## src/hw/rtl/pftc_pkg.sv

```systemverilog
// Shared types, constants and helper functions for the Peltier/fan thermal controller.
package pftc_pkg;

  // Parameter defaults
  localparam int unsigned CooldownTicksDef = 30;
  localparam int unsigned PulsesPerRevDef  = 2;
  localparam int unsigned FullScaleRpmDef  = 1700;

  // Divider operand widths: numerator pulses*60000*cal < 2^42
  localparam int unsigned NumW = 42;
  localparam int unsigned DenW = 28;
  localparam int unsigned CntW = 6;

  // Register indexes
  localparam logic [2:0] RegHsMax    = 3'd0;
  localparam logic [2:0] RegHsTarget = 3'd1;
  localparam logic [2:0] RegInOn     = 3'd2;
  localparam logic [2:0] RegInOff    = 3'd3;
  localparam logic [2:0] RegRpmCal   = 3'd4;
  localparam logic [2:0] RegPwmInv   = 3'd5;

  // Mode codes
  localparam logic [2:0] ModeNormal   = 3'd0;
  localparam logic [2:0] ModeEmerg    = 3'd1;
  localparam logic [2:0] ModeInactive = 3'd2;
  localparam logic [2:0] ModeOverheat = 3'd3;
  localparam logic [2:0] ModeFanFail  = 3'd4;
  localparam logic [2:0] ModeCooldown = 3'd5;

  localparam logic [7:0] DutyFull     = 8'd255;
  localparam logic [7:0] DutyCooldown = 8'd76;

  typedef enum logic [2:0] {
    ST_IDLE, ST_MUL, ST_DIV, ST_DECIDE, ST_BOOST, ST_OUT
  } pftc_state_t;

  // Controller to datapath commands
  typedef struct packed {
    logic load;     // capture item, start operand products
    logic mul;      // form numerator and denominator
    logic div_step; // one restoring division step
    logic decide;   // mode, hysteresis, base duty
    logic boost;    // rpm feedback boost, update state
  } pftc_cmd_t;

  // Datapath to controller status
  typedef struct packed {
    logic div_done;
  } pftc_sts_t;

  // Exponential region duty, T[k] >> 8
  function automatic logic [7:0] exp_duty(input logic [2:0] k);
    logic [7:0] r;
    case (k)
      3'd0:    r = 8'd191;
      3'd1:    r = 8'd203;
      3'd2:    r = 8'd215;
      3'd3:    r = 8'd228;
      3'd4:    r = 8'd243;
      default: r = 8'd255;
    endcase
    return r;
  endfunction

endpackage

```

## src/hw/rtl/pftc_ctrl.sv

```systemverilog
// Sequencing state machine for the thermal controller.
module pftc_ctrl import pftc_pkg::*; (
  input  logic      clk,
  input  logic      rst_n,
  input  logic      in_valid,
  output logic      in_ready,
  output logic      out_valid,
  input  logic      out_ready,
  output pftc_cmd_t cmd,
  input  pftc_sts_t sts
);

  pftc_state_t state_r, state_nxt;

  // Next state
  always_comb begin
    state_nxt = state_r;
    case (state_r)
      ST_IDLE:   if (in_valid) state_nxt = ST_MUL;
      ST_MUL:    state_nxt = ST_DIV;
      ST_DIV:    if (sts.div_done) state_nxt = ST_DECIDE;
      ST_DECIDE: state_nxt = ST_BOOST;
      ST_BOOST:  state_nxt = ST_OUT;
      ST_OUT: begin
        if (out_ready) state_nxt = in_valid ? ST_MUL : ST_IDLE;
      end
      default:   state_nxt = ST_IDLE;
    endcase
  end

  always_ff @(posedge clk) begin
    if (!rst_n) state_r <= ST_IDLE;
    else        state_r <= state_nxt;
  end

  // Outputs
  always_comb begin
    cmd       = '0;
    in_ready  = 1'b0;
    out_valid = 1'b0;
    case (state_r)
      ST_IDLE: begin
        in_ready = 1'b1;
        cmd.load = in_valid;
      end
      ST_MUL:    cmd.mul = 1'b1;
      ST_DIV:    cmd.div_step = 1'b1;
      ST_DECIDE: cmd.decide = 1'b1;
      ST_BOOST:  cmd.boost = 1'b1;
      ST_OUT: begin
        out_valid = 1'b1;
        in_ready  = out_ready;
        cmd.load  = out_ready && in_valid;
      end
      default: ;
    endcase
  end

endmodule

```

## src/hw/rtl/pftc_dp.sv

```systemverilog
// Datapath: rpm divider, shutdown priority, hysteresis, fan duty law and boost.
module pftc_dp import pftc_pkg::*; #(
  parameter int unsigned COOLDOWN_TICKS = CooldownTicksDef,
  parameter int unsigned TACHO_PPR      = PulsesPerRevDef,
  parameter int unsigned FULL_SCALE_RPM = FullScaleRpmDef
) (
  input  logic              clk,
  input  logic              rst_n,
  input  pftc_cmd_t         cmd,
  output pftc_sts_t         sts,
  input  logic signed [11:0] hs_max,
  input  logic signed [11:0] hs_target,
  input  logic signed [11:0] in_on,
  input  logic signed [11:0] in_off,
  input  logic        [9:0]  rpm_cal,
  input  logic              pwm_inv,
  input  logic              in_system_active,
  input  logic              in_sensor_emergency,
  input  logic              in_heatsink_valid,
  input  logic signed [11:0] in_heatsink_temp,
  input  logic              in_indoor_valid,
  input  logic signed [11:0] in_indoor_temp,
  input  logic        [15:0] in_tacho_pulse_count,
  input  logic        [15:0] in_elapsed_ms,
  output logic        [7:0]  out_pin_duty,
  output logic        [7:0]  out_requested_duty,
  output logic              out_peltier_enable,
  output logic        [15:0] out_measured_rpm,
  output logic        [2:0]  out_mode_code
);

  localparam logic [16:0] PprScale = 17'(TACHO_PPR * 256);
  localparam logic [13:0] FsRpm    = 14'(FULL_SCALE_RPM);
  localparam logic [4:0]  CdTicks  = 5'(COOLDOWN_TICKS);

  // Captured item
  logic              act_r, emg_r, hsv_r, inv_r;
  logic signed [11:0] hs_r, ind_r;
  logic [15:0]       ms_r;
  // Partial products, then divider
  logic [25:0]       pc_r;     // pulses*cal
  logic [NumW-1:0]   rem_r, quo_r;
  logic [DenW-1:0]   den_r;
  logic [CntW-1:0]   cnt_r;
  // Controller state and results
  logic              pelt_on_r;
  logic [4:0]        cd_r;
  logic [7:0]        last_duty_r, duty_r;
  logic [2:0]        mode_r;
  logic              pelt_r;
  logic [15:0]       rpm_r;

  // Division step
  logic [NumW:0]     trial;
  logic [NumW-1:0]   rem_sh;
  assign rem_sh = {rem_r[NumW-2:0], quo_r[NumW-1]};
  assign trial  = {1'b0, rem_sh} - {{(NumW+1-DenW){1'b0}}, den_r};
  assign sts.div_done = (cnt_r == CntW'(NumW - 1));

  logic [15:0] rpm_sat;
  assign rpm_sat = (ms_r == '0) ? 16'd0 :
                   (|quo_r[NumW-1:16]) ? 16'hFFFF : quo_r[15:0];

  // Decide logic; p*255/1000 by reciprocal multiply (255*ceil(2^28/1000))
  logic        shut, pelt_n;
  logic [7:0]  sduty, bduty;
  logic [2:0]  smode;
  logic signed [12:0] d;
  logic signed [17:0] p;
  logic [9:0]  pc;
  logic [36:0] pmul;
  logic [12:0] kk;
  always_comb begin
    shut = 1'b1; sduty = DutyFull; smode = ModeEmerg;
    if (emg_r) begin
      sduty = DutyFull; smode = ModeEmerg;
    end else if (!act_r || !hsv_r) begin
      sduty = '0; smode = ModeInactive;
    end else if (hs_r >= hs_max) begin
      sduty = DutyFull; smode = ModeOverheat;
    end else if (last_duty_r > 8'd127 && rpm_sat == '0) begin
      sduty = DutyFull; smode = ModeFanFail;
    end else begin
      shut = 1'b0;
    end
    pelt_n = pelt_on_r;
    if (inv_r) begin
      if (!pelt_on_r && ind_r >= in_on)      pelt_n = 1'b1;
      else if (pelt_on_r && ind_r <= in_off) pelt_n = 1'b0;
    end
    d = 13'(hs_max) - 13'(hs_r);
    p = 18'sd500 + 18'sd15 * (18'(hs_r) - 18'(hs_target));
    if (p > 18'sd750)      pc = 10'd750;
    else if (p < 18'sd400) pc = 10'd400;
    else                   pc = p[9:0];
    pmul = 37'(pc) * 37'd68451180;
    kk = 13'sd30 - d;
    if (d > 13'sd30) bduty = pmul[35:28];
    else             bduty = exp_duty((kk > 13'sd5) ? 3'd5 : kk[2:0]);
  end

  // Boost logic: 10*rpm < 8*floor(duty*fs/255) holds exactly when
  // duty*fs >= 255*(floor(5*rpm/4) + 1); duty*11/10 by reciprocal multiply
  logic [21:0] fsx;
  logic [17:0] rpm54;
  logic [25:0] thr;
  logic [23:0] d11;
  logic [8:0]  d11q;
  logic [7:0]  boosted;
  logic        boost_en;
  always_comb begin
    fsx      = 22'(duty_r) * 22'(FsRpm);
    rpm54    = 18'((19'(rpm_r) * 19'd5) >> 2) + 18'd1;
    thr      = {rpm54, 8'd0} - 26'(rpm54);
    d11      = 24'(duty_r) * 24'd36047;
    d11q     = d11[23:15];
    boosted  = (d11q > 9'd255) ? 8'd255 : d11q[7:0];
    boost_en = !(mode_r inside {ModeEmerg, ModeInactive, ModeOverheat, ModeFanFail}) &&
               rpm_r != '0 && 26'(fsx) >= thr && duty_r < 8'd250;
  end

  always_ff @(posedge clk) begin
    if (cmd.load) begin
      act_r <= in_system_active;   emg_r <= in_sensor_emergency;
      hsv_r <= in_heatsink_valid;  hs_r  <= in_heatsink_temp;
      inv_r <= in_indoor_valid;    ind_r <= in_indoor_temp;
      ms_r  <= in_elapsed_ms;
      pc_r  <= 26'(in_tacho_pulse_count) * 26'(rpm_cal);
    end
    if (cmd.mul) begin
      quo_r <= NumW'(pc_r) * NumW'(17'd60000);
      den_r <= DenW'(ms_r) * DenW'(PprScale);
      rem_r <= '0;
      cnt_r <= '0;
    end
    if (cmd.div_step) begin
      cnt_r <= cnt_r + 1'b1;
      if (!trial[NumW]) begin
        rem_r <= trial[NumW-1:0];
        quo_r <= {quo_r[NumW-2:0], 1'b1};
      end else begin
        rem_r <= rem_sh;
        quo_r <= {quo_r[NumW-2:0], 1'b0};
      end
    end
  end

  // Control state and results
  always_ff @(posedge clk) begin
    if (!rst_n) begin
      pelt_on_r <= 1'b0; cd_r <= '0; last_duty_r <= '0; rpm_r <= '0;
      duty_r <= '0; mode_r <= ModeNormal; pelt_r <= 1'b0;
    end else begin
      if (cmd.decide) begin
        rpm_r <= rpm_sat;
        if (shut) begin
          duty_r <= sduty; mode_r <= smode; pelt_r <= 1'b0;
        end else begin
          pelt_on_r <= pelt_n;
          pelt_r    <= pelt_n;
          if (pelt_n) begin
            cd_r <= '0; duty_r <= bduty; mode_r <= ModeNormal;
          end else if (cd_r < CdTicks) begin
            cd_r <= cd_r + 1'b1; duty_r <= DutyCooldown; mode_r <= ModeCooldown;
          end else begin
            duty_r <= '0; mode_r <= ModeNormal;
          end
        end
      end
      if (cmd.boost) begin
        if (boost_en) begin
          duty_r <= boosted; last_duty_r <= boosted;
        end else begin
          last_duty_r <= duty_r;
        end
      end
    end
  end

  assign out_requested_duty = duty_r;
  assign out_pin_duty       = pwm_inv ? (8'd255 - duty_r) : duty_r;
  assign out_peltier_enable = pelt_r;
  assign out_measured_rpm   = rpm_r;
  assign out_mode_code      = mode_r;

endmodule

```

## src/hw/rtl/peltier_fan_thermal_controller.sv

```systemverilog
// Top level of the Peltier/fan thermal controller: register file and core.
// One control tick is taken at a time and gives one result item. A tick
// passes through operand products, a restoring rpm divider (one quotient
// bit per cycle), the decide and boost states for mode and duty selection
// and then the result register; the next tick is taken in the cycle its
// result leaves.
module peltier_fan_thermal_controller import pftc_pkg::*; #(
  parameter int unsigned COOLDOWN_TICKS = CooldownTicksDef,
  parameter int unsigned TACHO_PPR      = PulsesPerRevDef,
  parameter int unsigned FULL_SCALE_RPM = FullScaleRpmDef
) (
  input  logic              clk,
  input  logic              rst_n,
  input  logic              in_valid,
  output logic              in_ready,
  input  logic              in_system_active,
  input  logic              in_sensor_emergency,
  input  logic              in_heatsink_valid,
  input  logic signed [11:0] in_heatsink_temp,
  input  logic              in_indoor_valid,
  input  logic signed [11:0] in_indoor_temp,
  input  logic        [15:0] in_tacho_pulse_count,
  input  logic        [15:0] in_elapsed_ms,
  output logic              out_valid,
  input  logic              out_ready,
  output logic        [7:0]  out_pin_duty,
  output logic        [7:0]  out_requested_duty,
  output logic              out_peltier_enable,
  output logic        [15:0] out_measured_rpm,
  output logic        [2:0]  out_mode_code,
  input  logic              cfg_psel,
  input  logic              cfg_penable,
  input  logic              cfg_pwrite,
  input  logic        [4:0]  cfg_paddr,
  input  logic        [31:0] cfg_pwdata,
  output logic        [31:0] cfg_prdata,
  output logic              cfg_pready
);

  logic signed [11:0] hs_max_r, hs_tgt_r, in_on_r, in_off_r;
  logic [9:0]  cal_r;
  logic        inv_r;
  logic [2:0]  ridx;
  assign ridx = cfg_paddr[4:2];
  assign cfg_pready = 1'b1;

  // Configuration writes
  always_ff @(posedge clk) begin
    if (!rst_n) begin
      hs_max_r <= 12'sd600; hs_tgt_r <= 12'sd400;
      in_on_r  <= 12'sd250; in_off_r <= 12'sd220;
      cal_r    <= 10'd256;  inv_r    <= 1'b0;
    end else if (cfg_psel && cfg_penable && cfg_pwrite) begin
      case (ridx)
        RegHsMax:    hs_max_r <= cfg_pwdata[11:0];
        RegHsTarget: hs_tgt_r <= cfg_pwdata[11:0];
        RegInOn:     in_on_r  <= cfg_pwdata[11:0];
        RegInOff:    in_off_r <= cfg_pwdata[11:0];
        RegRpmCal:   cal_r    <= cfg_pwdata[9:0];
        RegPwmInv:   inv_r    <= cfg_pwdata[0];
        default: ;
      endcase
    end
  end

  // Register readback
  always_comb begin
    case (ridx)
      RegHsMax:    cfg_prdata = 32'(unsigned'(hs_max_r));
      RegHsTarget: cfg_prdata = 32'(unsigned'(hs_tgt_r));
      RegInOn:     cfg_prdata = 32'(unsigned'(in_on_r));
      RegInOff:    cfg_prdata = 32'(unsigned'(in_off_r));
      RegRpmCal:   cfg_prdata = 32'(cal_r);
      RegPwmInv:   cfg_prdata = 32'(inv_r);
      default:     cfg_prdata = '0;
    endcase
  end

  pftc_cmd_t cmd;
  pftc_sts_t sts;

  pftc_ctrl u_ctrl (
    .clk, .rst_n, .in_valid, .in_ready, .out_valid, .out_ready, .cmd, .sts
  );

  pftc_dp #(
    .COOLDOWN_TICKS(COOLDOWN_TICKS),
    .TACHO_PPR(TACHO_PPR),
    .FULL_SCALE_RPM(FULL_SCALE_RPM)
  ) u_dp (
    .clk, .rst_n, .cmd, .sts,
    .hs_max(hs_max_r), .hs_target(hs_tgt_r), .in_on(in_on_r), .in_off(in_off_r),
    .rpm_cal(cal_r), .pwm_inv(inv_r),
    .in_system_active, .in_sensor_emergency, .in_heatsink_valid, .in_heatsink_temp,
    .in_indoor_valid, .in_indoor_temp, .in_tacho_pulse_count, .in_elapsed_ms,
    .out_pin_duty, .out_requested_duty, .out_peltier_enable, .out_measured_rpm,
    .out_mode_code
  );

endmodule
```

## config.mk

```make
export PLATFORM = sky130hd
export DESIGN_NAME = peltier_fan_thermal_controller
export DESIGN_NICKNAME = d
export VERILOG_FILES = /design/src/hw/rtl/pftc_pkg.sv /design/src/hw/rtl/pftc_ctrl.sv /design/src/hw/rtl/pftc_dp.sv /design/src/hw/rtl/peltier_fan_thermal_controller.sv
export SDC_FILE = /design/constraint.sdc
export NUM_CORES = 2
export LEC_CHECK = 0
export ABC_AREA = 1
export BUFFER_PORTS_ARGS = -buffer_cell sky130_fd_sc_hd__buf_4
export CORE_AREA = 5 5 299 301
export DETAILED_ROUTE_END_ITERATION = 10
export DIE_AREA = 0 0 304 306
export PLACE_DENSITY_LB_ADDON = 0.25
export SLEW_MARGIN = 30
export SYNTH_ARGS = -nofsm -noshare
export SYNTH_HDL_FRONTEND = slang
export SYNTH_SLANG_ARGS = --single-unit
```

## constraint.sdc

```tcl
create_clock -name clk -period 9.1 [get_ports clk]
set_clock_uncertainty 0.2 [all_clocks]
set_input_delay 1.82 -clock clk [delete_from_list [all_inputs] [get_ports clk]]
set_output_delay 1.82 -clock clk [all_outputs]
set_load 0.01 [all_outputs]
```

=== Word level (Yosys, flattened, before mapping) ===
Cells that the tools add are included.

* Register bits after elaboration: 279
* Output and inout bits: 71
* Logic and storage cells: 167

* $add $sub $neg: 10
* Multiply operators: 7
* Order comparisons: 12
* Equal/unequal tests: 22
* Mux-type cells: 56
* Bitwise gates (word level): 1
* Reduce and logical (&&, ||, !) cells: 33

{| class="wikitable"
|+ Operators by type and width
! kind !! number
|-
| 2-to-1 mux 41 bit || 3
|-
| 2-to-1 mux 8 bit || 11
|-
| 2-to-1 mux 42 bit || 2
|-
| one-hot mux 12 bit (6 select lines) || 1
|-
| subtractor 42 x 25 -> 43 bit || 1
|-
| multiplier 26 x 11 -> 37 bit, second input constant || 1
|-
| one-hot mux 7 bit (5 select lines) || 1
|-
| multiplier 10 x 25 -> 34 bit, second input constant || 1
|-
| 2-to-1 mux 3 bit || 11
|-
| zero test 16 bit || 2
|-
| 2-to-1 mux 16 bit || 2
|-
| greater-or-equal comparator 19 x 26 -> 1 bit || 1
|-
| multiplier 16 x 10 -> 26 bit || 1
|-
| OR reduction 26 bit || 1
|-
| subtractor 12 x 12 -> 13 bit || 2
|-
| subtractor 26 x 18 -> 26 bit || 1
|-
| equality test 3 x 2 -> 1 bit, second input constant || 8
|-
| greater-or-equal comparator 12 bit || 2
|-
| multiplier 8 x 16 -> 24 bit, second input constant || 1
|-
| 2-to-1 mux 10 bit || 2
|-
| multiplier 16 x 3 -> 19 bit, second input constant || 1
|-
| adder 10 x 18 -> 18 bit, first input constant || 1
|-
| adder 17 x 1 -> 18 bit, second input constant || 1
|-
| equality test 3 bit, second input constant || 6
|-
| other kinds (34) || 77
|}

=== Longest topological paths before layout ===
* Word-level depth: 13
* Gate-level depth with buffers: 61

=== By module ===
From an unflattened synthesis, not the netlist that was laid out.

* Cells, all modules: 4276
* Area total of the unflattened synthesis: 34854.7 um2

{| class="wikitable"
|+ By module, submodules not included
! module !! instances !! cells an instance !! area an instance (um2)
|-
| pftc_dp || 1 || 3748 || 31317.5
|-
| peltier_fan_thermal_controller || 1 || 493 || 3321.9
|-
| pftc_ctrl || 1 || 35 || 215.2
|}

=== Worst setup path before layout ===
No wires, ideal clock.

* Kind: reg2reg
* Start: register u_dp.hs_r[2]
* End: register u_dp.duty_r[6], in the netlist u_dp.out_requested_duty[6]
* Setup time: 0.117 ns
* Arrival: 9.408 ns
* Data required time: 8.783 ns
* Slack: -0.624 ns
* Cell stages (with the launch flop): 57
* Buffers on the path: 1
* Period minus slack after synthesis: 9.724 ns
* Path through: edfxtp_1 ha_1 a21oi_1 o21ai_0 a21oi_1 inv_1 nand2_1 nand2_1 a21oi_1 o21ai_0 a21o_1 a21oi_1 o21bai_1 xor2_1 inv_1 ha_1 fa_1 inv_1 [21 not listed] fa_1 inv_1 fa_1 ha_1 a21oi_1 o21ai_0 nand2_1 o211ai_1 a21oi_1 o21ai_0 a21oi_1 nand2_1 nand2_1 nand2_1 nand3_1 nand2_1 nand2_1 a21oi_1

* Longest elaborated chain between the ends: 13
* Elaborated cells between the ends (all ways): 29
* Classes of those cells: add/sub: 4; mul: 2; order compare: 5; eq/ne: 4; mux: 13; reduce/logical: 1

{| class="wikitable"
|+ RTL lines
! element !! line !! text
|-
| from (decl) || pftc_dp.sv:38 || <nowiki>logic signed [11:0] hs_r, ind_r;</nowiki>
|-
| from (signal assigned) || pftc_dp.sv:125 || <nowiki>hsv_r <= in_heatsink_valid; hs_r <= in_heatsink_temp;</nowiki>
|-
| subtractor 12 x 12 -> 13 bit || pftc_dp.sv:92 || <nowiki>p = 18'sd500 + 18'sd15 * (18'(hs_r) - 18'(hs_target));</nowiki>
|-
| multiplier 5 x 18 -> 18 bit || pftc_dp.sv:92 ||
|-
| adder 10 x 18 -> 18 bit || pftc_dp.sv:92 ||
|-
| less-than comparator 18 x 10 -> 1 bit || pftc_dp.sv:94 || <nowiki>else if (p < 18'sd400) pc = 10'd400;</nowiki>
|-
| 2-to-1 mux 10 bit || pftc_dp.sv:94 ||
|-
| 2-to-1 mux 10 bit || pftc_dp.sv:93 || <nowiki>if (p > 18'sd750) pc = 10'd750;</nowiki>
|-
| multiplier 10 x 25 -> 34 bit || pftc_dp.sv:96 || <nowiki>pmul = 37'(pc) * 37'd68451180;</nowiki>
|-
| 2-to-1 mux 8 bit || pftc_dp.sv:98 || <nowiki>if (d > 13'sd30) bduty = pmul[35:28];</nowiki>
|-
| 2-to-1 mux 8 bit || pftc_dp.sv:161 || <nowiki>if (pelt_n) begin</nowiki>
|-
| 2-to-1 mux 8 bit (*) || pftc_dp.sv:156 || <nowiki>if (shut) begin</nowiki>
|-
| 2-to-1 mux 8 bit (*) || pftc_dp.sv:154 || <nowiki>if (cmd.decide) begin</nowiki>
|-
| 2-to-1 mux 8 bit || pftc_dp.sv:171 || <nowiki>if (boost_en) begin</nowiki>
|-
| 2-to-1 mux 8 bit (*) || pftc_dp.sv:170 || <nowiki>if (cmd.boost) begin</nowiki>
|-
| to (signal assigned) || pftc_dp.sv:164 || <nowiki>cd_r <= cd_r + 1'b1; duty_r <= DutyCooldown; mode_r <= ModeCooldown;</nowiki>
|-
| to (signal assigned) || pftc_dp.sv:172 || <nowiki>duty_r <= boosted; last_duty_r <= boosted;</nowiki>
|-
| to (decl) || pftc_dp.sv:48 || <nowiki>logic [7:0] last_duty_r, duty_r;</nowiki>
|}

Mark *: on every way between the ends. The rest lies on a longest branch, timed or not.
A chain may end at the register's enable or synchronous reset.

=== Worst setup path after layout ===
* Start: register u_dp.hs_r[2]
* End: register u_dp.duty_r[0], in the netlist u_dp.out_requested_duty[0]

Same word-level chain as after synthesis.

==> flow_results.xml <==
<?xml version="1.0" encoding="UTF-8"?>
<metrics>
  <group name="floorplanning">
    <metric name="die_height" unit="um">306</metric>
    <metric name="io_pins" unit="">175</metric>
    <metric name="initial_utilization" unit="%">39.6</metric>
    <metric name="fp.dieW" unit="um">304</metric>
    <metric name="row_count" unit="">108</metric>
    <metric name="die_area" unit="mm^2">0.0930</metric>
    <metric name="core_area" unit="mm^2">0.0863</metric>
  </group>
  <group name="place">
    <metric name="gp_congestion" unit="">0.863</metric>
    <metric name="portbufs" unit="">131</metric>
    <metric name="dp_hpwl" unit="um">66400</metric>
  </group>
  <group name="grt">
    <metric name="track_usage" unit="%">17.3</metric>
    <metric name="global_route.usage.met1" unit="%">25.0</metric>
    <metric name="first_global_vias" unit="">27346</metric>
    <metric name="grt_util_met2" unit="%">28.1</metric>
    <metric name="grt_start_max_net_pins" unit="">88</metric>
    <metric name="top_usage_layer" unit="">met2</metric>
    <metric name="global_routing_usage_on_met3" unit="%">2.66</metric>
    <metric name="grt_pass1_wl" unit="um">136000</metric>
    <metric name="grt_overflow_total" unit="">0</metric>
    <metric name="antenna_found_initial" unit="">6</metric>
  </group>
  <group name="synth">
    <metric name="netlist_area" unit="mm^2">0.0342</metric>
    <metric name="synth-warning-count" unit="">0</metric>
    <metric name="post_synth_main_area_contributors" unit="">sky130_fd_sc_hd__fa_1 (20%), sky130_fd_sc_hd__ha_1 (18%), sky130_fd_sc_hd__edfxtp_1 (15%), sky130_fd_sc_hd__inv_1 (9.0%), sky130_fd_sc_hd__nand2_1 (8.0%)</metric>
    <metric name="ys_ff_latch" unit="">272</metric>
    <metric name="yosys_most_used_dff" unit="">sky130_fd_sc_hd__edfxtp_1</metric>
    <metric name="synthDominantAreaCellType" unit="">sky130_fd_sc_hd__fa_1</metric>
    <metric name="synthesis.instances" unit="">4150</metric>
    <metric name="number_of_enable_type_register_cells_in_the_synthesized_netlist" unit="">175</metric>
    <metric name="avgSynthCellArea" unit="um^2">8.24</metric>
    <metric name="proportion_of_register_bits_with_asynchronous_set_or_reset_after_synthesis" unit="%">0</metric>
    <metric name="yosys.cell_types.count" unit="">60</metric>
    <metric name="synth_sequential_area_ratio" unit="%">21.0</metric>
    <metric name="portion_of_synthesized_cell_area_occupied_by_the_leading_cell_type" unit="%">19.6</metric>
  </group>
  <group name="critical_path">
    <metric name="rr_worst_depth" unit="">54</metric>
    <metric name="timing.rr.end" unit="">u_dp.out_requested_duty[0]</metric>
    <metric name="timing.critical_path.fanout_max" unit="">4</metric>
    <metric name="worst_path_largest_cell_delay" unit="ps">590</metric>
    <metric name="critical_path_rt" unit="ps">9360</metric>
    <metric name="crit_path_end" unit="">u_dp.out_requested_duty[0]</metric>
    <metric name="crit_path_top_delay_cell" unit="">sky130_fd_sc_hd__fa_2</metric>
    <metric name="critical_path_startpoint_category" unit="">register</metric>
    <metric name="worstPathArrival" unit="ps">9790</metric>
    <metric name="cp-end-kind" unit="">register</metric>
    <metric name="regToRegSetupSlack" unit="ps">-430</metric>
    <metric name="setup.worst_path.class" unit="">register to register</metric>
    <metric name="critical_path.startpoint" unit="">u_dp.hs_r[2]</metric>
    <metric name="critical-path-top-cell-by-count" unit="">sky130_fd_sc_hd__nand2_1</metric>
    <metric name="worst_r2r_startpoint" unit="">u_dp.hs_r[2]</metric>
  </group>
  <group name="cells_and_area">
    <metric name="layout_commonest_cell" unit="">sky130_fd_sc_hd__inv_1</metric>
    <metric name="most-common-layout-cells" unit="">sky130_fd_sc_hd__inv_1 (791), sky130_fd_sc_hd__nand2_1 (703), sky130_fd_sc_hd__ha_1 (468), sky130_fd_sc_hd__fa_1 (331), sky130_fd_sc_hd__buf_4 (324)</metric>
    <metric name="finish.utilization" unit="%">46.3</metric>
    <metric name="layout-area-overhead-vs-synth" unit="%">16.8</metric>
    <metric name="layout.area.seq" unit="mm^2">0.00720</metric>
    <metric name="finalNetCount" unit="">5376</metric>
    <metric name="fill_cells" unit="">8414</metric>
    <metric name="layout-drive-gt1-share" unit="%">13.6</metric>
    <metric name="area_of_combinational_cells_with_multiple_inputs" unit="mm^2">0.0244</metric>
  </group>
  <group name="sta">
    <metric name="timing.final.setup_violations" unit="">8</metric>
    <metric name="timing.final.crit_share" unit="%">105</metric>
    <metric name="final-max-slew-violation-count" unit="">0</metric>
    <metric name="max_slew.worst_pin.slew" unit="ps">933</metric>
    <metric name="max_frequency" unit="MHz">105</metric>
    <metric name="rsz_0062_raised_after_global_routing" unit="">true</metric>
    <metric name="postLayoutSetupSlackWorst" unit="ps">-430</metric>
    <metric name="finalCriticalPeriod" unit="ps">9530</metric>
    <metric name="timing.setup.tns" unit="ps">-2890</metric>
    <metric name="final_hold_viol_count" unit="">0</metric>
    <metric name="relSlewSlack" unit="%">37.6</metric>
  </group>
  <group name="worst_hold_path">
    <metric name="hp-class" unit="">register to register</metric>
    <metric name="min_delay_path_depth" unit="">0</metric>
  </group>
  <group name="cts">
    <metric name="clkLatencyLatePin" unit="ps">540</metric>
    <metric name="clock_sink_count" unit="">272</metric>
    <metric name="clk_path_buf_depth" unit="">3</metric>
    <metric name="cts_buffers" unit="">35</metric>
    <metric name="ctsRootBufferMaster" unit="">sky130_fd_sc_hd__clkbuf_16</metric>
    <metric name="postCtsHoldBufs" unit="">0</metric>
    <metric name="path_clk_slew" unit="ps">60</metric>
    <metric name="cts_htree_levels" unit="">2</metric>
    <metric name="cts_tree" unit="">built</metric>
  </group>
  <group name="route">
    <metric name="wl_per_cell" unit="um">14.4</metric>
    <metric name="initialDrtViolationCount" unit="">1401</metric>
    <metric name="avgViaCountPerCell" unit="">4.92</metric>
    <metric name="vias" unit="">27661</metric>
    <metric name="drtPass1Iterations" unit="">5</metric>
    <metric name="detail-route-antenna-nets" unit="">0</metric>
    <metric name="detail_route.drc_violations" unit="">0</metric>
    <metric name="postRouteWirelength" unit="um">80900</metric>
  </group>
  <group name="job">
    <metric name="drv_cap" unit="">0</metric>
  </group>
  <group name="run_status">
    <metric name="status" unit="">finished, violations left</metric>
    <metric name="violations" unit="">setup timing</metric>
  </group>
</metrics>
## state kept, by name (all words and copies together), names as in the netlist, 10 cells and up
| register | flops |
|---|---|
| hs_max_r | 12 |
| u_dp.out_measured_rpm | 16 |
| u_dp.pc_r | 26 |
| u_dp.rem_r | 41 |
| in_off_r | 12 |
| in_on_r | 12 |
| u_dp.hs_r | 12 |
| u_dp.den_r | 16 |
| u_dp.ind_r | 12 |
| u_dp.ms_r | 16 |
| cal_r | 10 |
| hs_tgt_r | 12 |
| u_dp.quo_r | 42 |
## kinds of logic after synthesis
logic type	share of synthesized area [%]
DFF	21.0
and+or+nand+nor	15.8
xor gates and xnor gates	3.83
other	0.0220
AOI/OAI and AO/OA	11.0
buffers and inverters	10.5
adders and majority gates	37.8
## cell usage after synthesis, types with 9 or more instances
cell                       number
sky130_fd_sc_hd__o21ai_0      227
sky130_fd_sc_hd__o21ai_1        9
sky130_fd_sc_hd__nor2_1       252
sky130_fd_sc_hd__a21o_1        14
sky130_fd_sc_hd__o21bai_1      18
sky130_fd_sc_hd__nor4_1        22
sky130_fd_sc_hd__inv_1        819
sky130_fd_sc_hd__nand4_1       51
sky130_fd_sc_hd__xnor2_1       45
sky130_fd_sc_hd__buf_4         21
sky130_fd_sc_hd__dfxtp_1       97
sky130_fd_sc_hd__a21oi_1      302
sky130_fd_sc_hd__a31oi_1       11
sky130_fd_sc_hd__fa_1         335
sky130_fd_sc_hd__nand2_1      730
sky130_fd_sc_hd__nor3_1        39
sky130_fd_sc_hd__clkbuf_1      82
sky130_fd_sc_hd__ha_1         497
sky130_fd_sc_hd__xor2_1        97
sky130_fd_sc_hd__o211ai_1      27
sky130_fd_sc_hd__nand3_1      141
sky130_fd_sc_hd__or2_2         19
sky130_fd_sc_hd__edfxtp_1     175
## stage by stage
| step | hold WS (ps) | std cells | worst slack (ps) | area (um^2) |
|---|---|---|---|---|
| final | 251 | 5624 | -430 | 40000 |
| after global routing | 262 | 5622 | -965 | 39900 |
| after CTS | 252 | 5610 | -352 | 39600 |
| after detailed placement | 240 | 5537 | -820 | 37800 |
| after global placement | 234 | 5537 | -740 | 37800 |
| after floorplan | 227 | 4172 | -5.33 | 34500 |
## worst min path at each step
stage | start | endpoint | slack, ps
after floorplan | u_dp.ms_r[1] | u_dp.den_r[10] | 230
after global placement | u_dp.ms_r[12] | u_dp.den_r[21] | 230
after detailed placement | u_dp.ms_r[13] | u_dp.den_r[22] | 240
after CTS | u_dp.ms_r[13] | u_dp.den_r[22] | 250
after global routing | u_dp.ms_r[13] | u_dp.den_r[22] | 260
final | u_dp.ms_r[9] | u_dp.den_r[18] | 250
## cell type report
type / count / area share [%]
Inverter: 832 / 7.83
Timing Repair Buffer: 336 / 6.49
Multi-Input combinational cell: 2963 / 61.2
Clock buffer: 44 / 2.33
Tap cell: 1155 / 3.62
Clock inverter: 20 / 0.557
Sequential cell: 272 / 18.0
Antenna cell: 2 / 0.0125
## routing by layer
metal | share of wire [%] | vias up
li1 | - | 13989
met1 | 49 | 13097
met2 | 45 | 493
met3 | 5.2 | 76
met4 | 1.3 | 6
met5 | 0.057 | -
## worst max-delay path: cells and delay by family, from the launching register on
kind / cells / cell delay, ps
AO/OA/AOI/OAI: 10 / 1200
adder cells (fa/ha/maj): 11 / 4660
buffers and inverters: 10 / 720
flip-flops: 1 / 430
AND/OR/NAND/NOR: 22 / 1960
XOR/XNOR: 1 / 250
## timing repair
item                                    4_1_cts  5_1_grt
pin swaps                                    60       58
setup buffers                                 9       12
endpoints found under the setup margin        8        8
gates resized for setup                     114       58
Power is not shown: default switching activity piles up to over one toggle a cycle in this logic, so the estimate is an artifact.
